File: src/tsrp_pkg.sv
// Package for the tape speed ramp position core: widths, operation codes,
// register indexes, reset values and the controller/datapath command structs.
// No dependencies; every other file of the block refers to it by scoped names.
package tsrp_pkg;

  // Field widths.
  localparam int unsigned OP_W     = 3;
  localparam int unsigned DT_W     = 32;
  localparam int unsigned POS_W    = 40;
  localparam int unsigned VEL_W    = 24;
  localparam int unsigned DIV_W    = 16;
  localparam int unsigned MAG_W    = 24;
  localparam int unsigned NUM_W    = MAG_W + DIV_W;
  localparam int unsigned DEN_W    = DT_W + DIV_W;
  localparam int unsigned DVD_W    = 64;
  localparam int unsigned QUO_W    = 27;
  localparam int unsigned DS_W     = DEN_W + QUO_W - 1;
  localparam int unsigned OVF_W    = DEN_W + QUO_W;
  localparam int unsigned STEP_W   = POS_W;
  localparam int unsigned PSUM_W   = POS_W + 2;
  localparam int unsigned VSUM_W   = QUO_W + 1;
  localparam int unsigned CNT_W    = 5;
  localparam int unsigned DIV_STEPS = QUO_W;

  // Configuration port.
  localparam int unsigned CFG_IDX_W  = 2;
  localparam int unsigned CFG_DATA_W = 40;
  localparam logic [CFG_IDX_W-1:0] CFG_WEIGHT_DIV = 2'd0;
  localparam logic [CFG_IDX_W-1:0] CFG_DECEL_MULT = 2'd1;
  localparam logic [CFG_IDX_W-1:0] CFG_SAMPLE_LEN = 2'd2;

  localparam logic [DIV_W-1:0] WEIGHT_DIV_RST = 16'd200;
  localparam logic [DIV_W-1:0] DECEL_MULT_RST = 16'd461;
  localparam logic [POS_W-1:0] SAMPLE_LEN_RST = 40'd2890137600;

  // Operation codes.
  localparam logic [OP_W-1:0] OP_TICK    = 3'd0;
  localparam logic [OP_W-1:0] OP_START   = 3'd1;
  localparam logic [OP_W-1:0] OP_STOP    = 3'd2;
  localparam logic [OP_W-1:0] OP_SET_POS = 3'd3;
  localparam logic [OP_W-1:0] OP_SET_VEL = 3'd4;

  // Arithmetic constants.
  localparam logic signed [VEL_W:0]    ONE_Q16   = 25'sd65536;
  localparam logic [QUO_W-1:0]         DELTA_CAP = 27'd67108864;
  localparam logic signed [VSUM_W-1:0] VEL_MAX_S = 28'sd8388607;
  localparam logic signed [VSUM_W-1:0] VEL_MIN_S = -28'sd8388608;
  localparam logic signed [PSUM_W-1:0] POS_MAX_S = 42'sd549755813887;
  localparam logic signed [PSUM_W-1:0] POS_MIN_S = -42'sd549755813888;
  localparam logic signed [POS_W-1:0]  VEL_MAX_P = 40'sd8388607;
  localparam logic signed [POS_W-1:0]  VEL_MIN_P = -40'sd8388608;

  // Commands from the controller to the datapath.
  typedef struct packed {
    logic load_in;
    logic prep;
    logic setup;
    logic div_step;
    logic vel;
    logic pmul;
    logic padd;
    logic wrap;
    logic commit;
  } dp_cmd_t;

  // Status from the datapath to the controller.
  typedef struct packed {
    logic tick_go;
  } dp_status_t;

endpackage

File: src/tsrp_ctrl.sv
// Controller of the tape speed ramp position core: one-hot sequencer, divider
// step counter and result valid flag. Depends on tsrp_pkg.
module tsrp_ctrl (
  input  logic                 clk_i,
  input  logic                 rst_ni,
  input  logic                 in_valid_i,
  output logic                 in_ready_o,
  output logic                 out_valid_o,
  input  logic                 out_ready_i,
  input  tsrp_pkg::dp_status_t status_i,
  output tsrp_pkg::dp_cmd_t    cmd_o
);

  typedef enum logic [8:0] {
    S_IDLE  = 9'b000000001,
    S_PREP  = 9'b000000010,
    S_SETUP = 9'b000000100,
    S_DIV   = 9'b000001000,
    S_VEL   = 9'b000010000,
    S_PMUL  = 9'b000100000,
    S_PADD  = 9'b001000000,
    S_WRAP  = 9'b010000000,
    S_WB    = 9'b100000000
  } state_e;

  localparam logic [tsrp_pkg::CNT_W-1:0] DIV_LAST =
    tsrp_pkg::CNT_W'(tsrp_pkg::DIV_STEPS - 1);

  state_e                      state_q, state_d;
  logic [tsrp_pkg::CNT_W-1:0]  cnt_q, cnt_d;
  logic                        out_valid_q, out_valid_d;

  always_comb begin
    state_d    = state_q;
    cnt_d      = cnt_q;
    cmd_o      = '0;
    in_ready_o = 1'b0;
    unique case (state_q)
      S_IDLE: begin
        in_ready_o = 1'b1;
        if (in_valid_i) begin
          cmd_o.load_in = 1'b1;
          state_d       = status_i.tick_go ? S_PREP : S_WB;
        end
      end
      S_PREP: begin
        cmd_o.prep = 1'b1;
        state_d    = S_SETUP;
      end
      S_SETUP: begin
        cmd_o.setup = 1'b1;
        cnt_d       = DIV_LAST;
        state_d     = S_DIV;
      end
      S_DIV: begin
        cmd_o.div_step = 1'b1;
        if (cnt_q == '0) begin
          state_d = S_VEL;
        end else begin
          cnt_d = cnt_q - 1'b1;
        end
      end
      S_VEL: begin
        cmd_o.vel = 1'b1;
        state_d   = S_PMUL;
      end
      S_PMUL: begin
        cmd_o.pmul = 1'b1;
        state_d    = S_PADD;
      end
      S_PADD: begin
        cmd_o.padd = 1'b1;
        state_d    = S_WRAP;
      end
      S_WRAP: begin
        cmd_o.wrap = 1'b1;
        state_d    = S_WB;
      end
      S_WB: begin
        if (!out_valid_q || out_ready_i) begin
          cmd_o.commit = 1'b1;
          state_d      = S_IDLE;
        end
      end
      default: begin
        state_d = S_IDLE;
      end
    endcase
  end

  always_comb begin
    out_valid_d = out_valid_q;
    if (cmd_o.commit) begin
      out_valid_d = 1'b1;
    end else if (out_ready_i) begin
      out_valid_d = 1'b0;
    end
  end

  always_ff @(posedge clk_i or negedge rst_ni) begin
    if (!rst_ni) begin
      state_q     <= S_IDLE;
      cnt_q       <= '0;
      out_valid_q <= 1'b0;
    end else begin
      state_q     <= state_d;
      cnt_q       <= cnt_d;
      out_valid_q <= out_valid_d;
    end
  end

  assign out_valid_o = out_valid_q;

`ifndef SYNTHESIS
  a_commit_slot_free: assert property (@(posedge clk_i) disable iff (!rst_ni)
    cmd_o.commit |-> (!out_valid_q || out_ready_i))
    else $error("result committed over an untaken result");

  a_tick_enters_prep: assert property (@(posedge clk_i) disable iff (!rst_ni)
    (in_valid_i && in_ready_o && status_i.tick_go) |=> (state_q == S_PREP))
    else $error("tick did not start the arithmetic sequence");

  a_div_exit: assert property (@(posedge clk_i) disable iff (!rst_ni)
    (state_q == S_DIV && cnt_q == '0) |=> (state_q == S_VEL))
    else $error("divider did not hand over after its last step");
`endif

endmodule

File: config.mk
export PLATFORM = sky130hd
export DESIGN_NAME = tsrp_ctrl
export DESIGN_NICKNAME = d
export VERILOG_FILES = /design/src/tsrp_pkg.sv /design/src/tsrp_ctrl.sv
export SDC_FILE = /design/constraint.sdc
export NUM_CORES = 1
export LEC_CHECK = 0
export BUFFER_PORTS_ARGS = -buffer_cell sky130_fd_sc_hd__buf_2
export CORE_MARGIN = 3
export CORE_UTILIZATION = 55
export DETAILED_ROUTE_END_ITERATION = 12
export PLACE_DENSITY = 0.79
export SLEW_MARGIN = 10
export SYNTH_ARGS = -nofsm -noshare
export SYNTH_HDL_FRONTEND = slang
export SYNTH_SLANG_ARGS = --single-unit
File: constraint.sdc
create_clock -name clk_i -period 5.45 [get_ports clk_i]
set_clock_uncertainty 0.05 [all_clocks]
set_input_delay 0.545 -clock clk_i [delete_from_list [all_inputs] [get_ports clk_i]]
set_output_delay 0.545 -clock clk_i [all_outputs]
set_load 0.05 [all_outputs]
==> metrics.cfg, run 1 <==
[placement]
placed_area_sq_um = 950.9
dp.cells = 116
io_buffer_count = 15
place.gp.congestion = 0.8076
hpwl_um = 1335

[timing]
worst_slew_pin_slew_ns = 0.4553
slew_headroom_pct = 69.22
min_period_ns = 2.790
maxSlewViolCount = 0
finalHoldViolations = 0
finalSetupTns_ns = 0
period_share_pct = 51.19
setup_viol = 0
holdWs_ns = 0.09805
rsz0062_at_grt = no
max_freq_ghz = 0.3585

[setup_path]
worstRegToRegCells = 6
worstPathCellList = or4_4 > nand2b_1 > nor4b_1 > buf_2
r2r_end = cnt_q[3]
rrSetupSlack_ns = 3.56
cp.buffers_inverters = 1
critical_path_peak_fanout = 8
arrival_ns = 2.19
slowest_stage = or4_4
crit_family = simple AND/OR/NAND/NOR gates
crit_path_end_kind = primary output
criticalPathCategory = flop to primary output
cp.required_ns = 4.86
slowest_delay_ns = 0.57
cp-start-kind = flop
worstReg2RegStart = cnt_q[0]

[global_routing]
grt_pass1_vias = 633
grt_pass1_wl_um = 2884
gr-total-overflow = 0
grt_usage_pct = 19.03
grt_max_degree = 16
grt_antenna_before_repair = 0

[finish]
layout.nets = 112
drive_above_1_share_pct = 28.57
stdcell_count = 120
post-route-util_pct = 69.95
layout_common_cells = 15 x buf_2, 14 x dfrtp_1, 6 x inv_1
antennaDiodeCount = 0
syn2layout_area_growth_pct = 11.24
n_fill_cell = 118
layout_commonest_cell = buf_2
post-route-cell-area_sq_um = 978.4

[clock_tree]
cts-root-buf = clkbuf_4
path_clk_slew_ns = 0.09
clock-sinks = 15
hold_buffers = 0
cts_resized = 0
cts_tree = yes
cts_buffers = 3
clk_latency_ns = 0.28
clk_path_buf_depth = 2
cts_max_level = 1
post_cts_buffers = 0

[die]
die_y_um = 45.99
die_x_um = 45.99
io_pins = 16
core-area_sq_um = 1399
initial_utilization_pct = 62.88
rows = 13
die_area_sq_um = 2115

[flow_run]
cap_viol_max_count = 0

[synth]
yosys.area.top_type = dfrtp_1
ys_warn_count = 0
synth.avg_cell_area_sq_um = 9.883
synthTopCellsByArea = dfrtp_1 40%, nor4b_1 5.0%, nand2b_1 3.6%
synth_seq_area_share_pct = 42.82
synth_area_sq_um = 879.6
ys_ff_latch = 15
synth_top_area_share_pct = 39.83
syn_inst = 89
synth_nets = 95
ys_types = 38

[power_and_ir_drop]
cellPowerDensity_nw_per_um2 = 469.1
p_leak_nw = 0.4868
peakVddDrop_mv = 0.2990

[drt]
wl_um = 1767
num_vias = 733
viasPerCell = 6.108
drt-initial-drc-count = 23
ant_nets = 0
wire_per_inst_um = 14.73
firstDrtPassIters = 4
drc = 0

[hold_path]
hold_class = primary input to async pin

[run_status]
status = completed

-- synth_stat cells (all sizes together) --
master,n
dfrtp,14
inv,6
nor4b,6
nand2,5
nand2b,5
nor2,5
nor2b,5
a21oi,4
nor3,4
nor4,4
o21ai,4
or4b,3
a211oi,2
and3,2
buf,2
or3,2
or4,2
xor2,2
a31oi,1
and2,1
and4,1
clkbuf,1
dfstp,1
ha,1
nand3,1
nand4,1
o211ai,1
o22ai,1
o32ai,1
or2,1
-- per-layer routing --
metal,up-vias,wire length (um),global-route usage (%)
li1,359,-,-
met1,350,853,27.27
met2,22,787,29.12
met3,2,109,2.372
met4,0,17,6.818
met5,-,0,0
-- layout make-up --
type / count / area, sq um / area share, %
multi-input combinational: 65 / 457.9 / 46.80
sequential: 15 / 376.6 / 38.49
timing repair buffer: 15 / 75.07 / 7.673
clock buffer: 3 / 22.52 / 2.302
inverter: 6 / 22.52 / 2.302
tap: 15 / 18.77 / 1.918
clock inverter: 1 / 5.005 / 0.5115
-- logic make-up after synthesis --
family,synth area share [%]
compound gates,10.81
xor+xnor,1.992
fa+ha+maj,1.422
buf+inv,5.121
flops,42.82
simple gates,37.84
-- flip-flops by register name (all words and copies together), names as in the netlist --
signal and cells:
state_q 9, out_valid_o 1, cnt_q 5
-- report_power, final --
part | internal (mW) | leakage, nW | total (mW) | switching [mW]
Sequential | 0.145 | 0.199 | 0.177 | 0.0326
Combinational | 0.0758 | 0.270 | 0.218 | 0.142
Clock | 0.0272 | 0.0177 | 0.0637 | 0.0365
Total | 0.248 | 0.487 | 0.459 | 0.211
-- worst reg2reg max path: stages (launching register included) --
cell,delay (ns)
dfrtp_1,0.39
inv_1,0.10
ha_1,0.20
or4b_1,0.49
and4_1,0.28
and3_1,0.18
o21ai_0,0.14
-- through the flow --
| stage | worst slack (ns) | power [mW] |
|---|---|---|
| CTS | 2.661 | 0.4600 |
| finish | 2.660 | 0.4590 |
| detailed placement | 2.972 | 0.3954 |
| global route | 2.540 | 0.4882 |
| floorplan | 1.967 | 0.3501 |
| global placement | 3.036 | 0.3893 |
-- worst max-delay path by stage --
stage	start	endpoint	slack [ns]	cells past startpoint
6_report	state_q[2]	cmd_o[2]	2.66	4
5_1_grt	state_q[2]	cmd_o[2]	2.54	4
3_5_place_dp	state_q[2]	cmd_o[2]	2.97	4
2_1_floorplan	state_q[2]	cmd_o[2]	1.97	3
4_1_cts	state_q[2]	cmd_o[2]	2.66	4
3_3_place_gp	state_q[2]	cmd_o[2]	3.04	4
Power figures use the tool's default switching activity.
==> run 2: changes to the inputs <==
CORE_UTILIZATION = 48   (was 55)
PLACE_DENSITY = 0.73   (was 0.79)
clock period = 2.3 ns   (was 5.45 ns; I/O delays follow)
==> metrics.cfg, run 2 (synthesized netlist as in run 1, its figures left out) <==
[run_status]
status = completed

[power_and_ir_drop]
p_total_mw = 1.236  ; +170%
peakVddDrop_mv = 0.8627  ; +190%
cellPowerDensity_nw_per_um2 = 1071  ; +130%
p_leak_nw = 0.5470  ; +12%

[drt]
num_vias = 800  ; +9.1%
drt-initial-drc-count = 33  ; +43%
wl_um = 2055  ; +16%
wire_per_inst_um = 14.89  ; +1.1%
viasPerCell = 5.797  ; -5.1%
firstDrtPassIters = 4  ; unchanged
drc = 0  ; unchanged
ant_nets = 0  ; unchanged

[setup_path]
arrival_ns = 2.02  ; -0.17 ns
slowest_delay_ns = 0.58  ; about the same
cp.required_ns = 2.02  ; -2.84 ns
cp.buffers_inverters = 1  ; unchanged
worstPathCellList = or4_4 > or3_4 > nor2b_4 > buf_6
crit_family = simple AND/OR/NAND/NOR gates
crit_path_end_kind = primary output
cp-start-kind = flop
critical_path_peak_fanout = 6  ; -2
criticalPathCategory = flop to primary output
slowest_stage = or4_4

[placement]
hpwl_um = 1327  ; -0.58%
place.gp.congestion = 0.8641  ; +7.0%
io_buffer_count = 15  ; unchanged
dp.cells = 128  ; +10%

[die]
io_pins = 16  ; unchanged
die_y_um = 48.81  ; +6.1%
core-area_sq_um = 1612  ; +15%
die_area_sq_um = 2382  ; +13%
initial_utilization_pct = 54.58  ; -8.3 points
die_x_um = 48.81  ; +6.1%
rows = 14  ; +1

[clock_tree]
cts-root-buf = clkbuf_4
clock-sinks = 15  ; unchanged
path_clk_slew_ns = 0.09  ; about the same
cts_max_level = 1  ; unchanged
clk_path_buf_depth = 2  ; unchanged
cts_tree = yes
clk_latency_ns = 0.29  ; about the same
cts_buffers = 3  ; unchanged

[finish]
n_fill_cell = 125  ; +5.9%
post-route-util_pct = 71.58  ; +1.6 points
layout.nets = 121  ; +8.0%
antennaDiodeCount = 0  ; unchanged
regMostFlops = state_q
drive_above_1_share_pct = 42.98  ; +14 points
syn2layout_area_growth_pct = 31.15
layout_common_cells = 12 x dfrtp_1, 9 x buf_2, 9 x buf_4
layout_commonest_cell = dfrtp_1
stdcell_count = 138  ; +15%
largest_reg_flops = 9  ; unchanged

[global_routing]
grt_pass1_wl_um = 3243  ; +12%
grt_pass1_vias = 743  ; +17%
grt_antenna_before_repair = 0  ; unchanged
gr-total-overflow = 0  ; unchanged
grt_max_degree = 16  ; unchanged
grt_usage_pct = 17.25  ; -1.8 points

[timing]
finalSetupTns_ns = 0  ; unchanged
slew_headroom_pct = 60.20  ; -9.0 points
maxSlewViolCount = 0  ; unchanged
finalHoldViolations = 0  ; unchanged
setup_viol = 0  ; unchanged
rsz0062_at_grt = yes
min_period_ns = 2.296
max_freq_ghz = 0.4355
period_share_pct = 99.84
worst_slew_pin_slew_ns = 0.5887  ; +0.1334 ns

[hold_path]
hold_class = primary input to flop

[flow_run]
cap_viol_max_count = 0  ; unchanged

## run 2: cell count changes in the layout (fill, tap and decap cells not counted), moves of 2 or more
cell	delta
buf_4	+9
buf_2	-6
buf_6	+3
nor2b_1	-3
dfrtp_1	-2
dfrtp_2	+2
nor2b_2	+2
nor4b_1	-2
nor4b_2	+2
## run 2: path summary, 6_finish.rpt
| check | startpoint | to | slack, ns | cells past startpoint |
|---|---|---|---|---|
| max in group asynchronous | rst_ni | state_q[0] | 1.59 | 2 |
| worst min-delay path | status_i | state_q[1] | 0.14 | 2 |
| worst max register to register | state_q[2] | cnt_q[2] | 0.37 | 5 |
| min in group asynchronous | rst_ni | cnt_q[4] | 0.32 | 2 |
| worst max-delay path | state_q[5] | cmd_o[0] | 0.004 | 4 |
| worst min register to register | cnt_q[1] | cnt_q[1] | 0.52 | 2 |
## run 2: per-stage QoR
stage / hold slack (ns) / worst slack [ns] / cell area [sq um]
global placement: 0.1020 / 0.2215 / 1005
finish: 0.1358 / 0.003637 / 1154
floorplan: -0.1156 / -0.1931 / 899.6
global route: 0.1408 / -0.06117 / 1154
detailed placement: 0.1098 / 0.2154 / 1005
CTS: 0.1309 / 0.01643 / 1081
## run 2: per-layer routing
metal / up-vias / global-route usage, % / routed length [um]
li1: 377 / - / -
met1: 391 / 24.51 / 1031
met2: 27 / 24.43 / 885
met3: 5 / 4.893 / 117
met4: 0 / 7.109 / 21
met5: - / 0 / 0
## run 2: final cells by class
| class | count | area, sq um | share of cell area [%] |
|---|---|---|---|
| multi-input cells | 65 | 516.7 | 44.79 |
| inverters | 6 | 22.52 | 1.952 |
| well taps | 24 | 30.03 | 2.603 |
| flip-flops and latches | 15 | 379.1 | 32.86 |
| repair buffers | 24 | 178.9 | 15.51 |
| clock buffers | 4 | 26.28 | 2.278 |
## run 2: where the power goes
| group | internal (mW) | leakage, nW | switching [mW] |
|---|---|---|---|
| Clock | 0.0675 | 0.0150 | 0.0878 |
| Combinational | 0.277 | 0.336 | 0.383 |
| Sequential | 0.343 | 0.196 | 0.0773 |
| Total | 0.688 | 0.547 | 0.548 |
## run 2: what timing repair did
action	in CTS	in global routing
endpoints found under the setup margin	5	8
buffers inserted	2	3
gates resized for setup	10	13
endpoints found under the hold margin	14	0
pin swaps	0	1
hold buffers	1	0
cloned	0	0
## run 2: worst reg2reg max path, delay by kind of cell, from the launching register on
| kind | cells | cell delay, ns |
|---|---|---|
| compound gates | 1 | 0.14 |
| buf+inv | 1 | 0.15 |
| flops | 1 | 0.45 |
| simple gates | 3 | 1.08 |
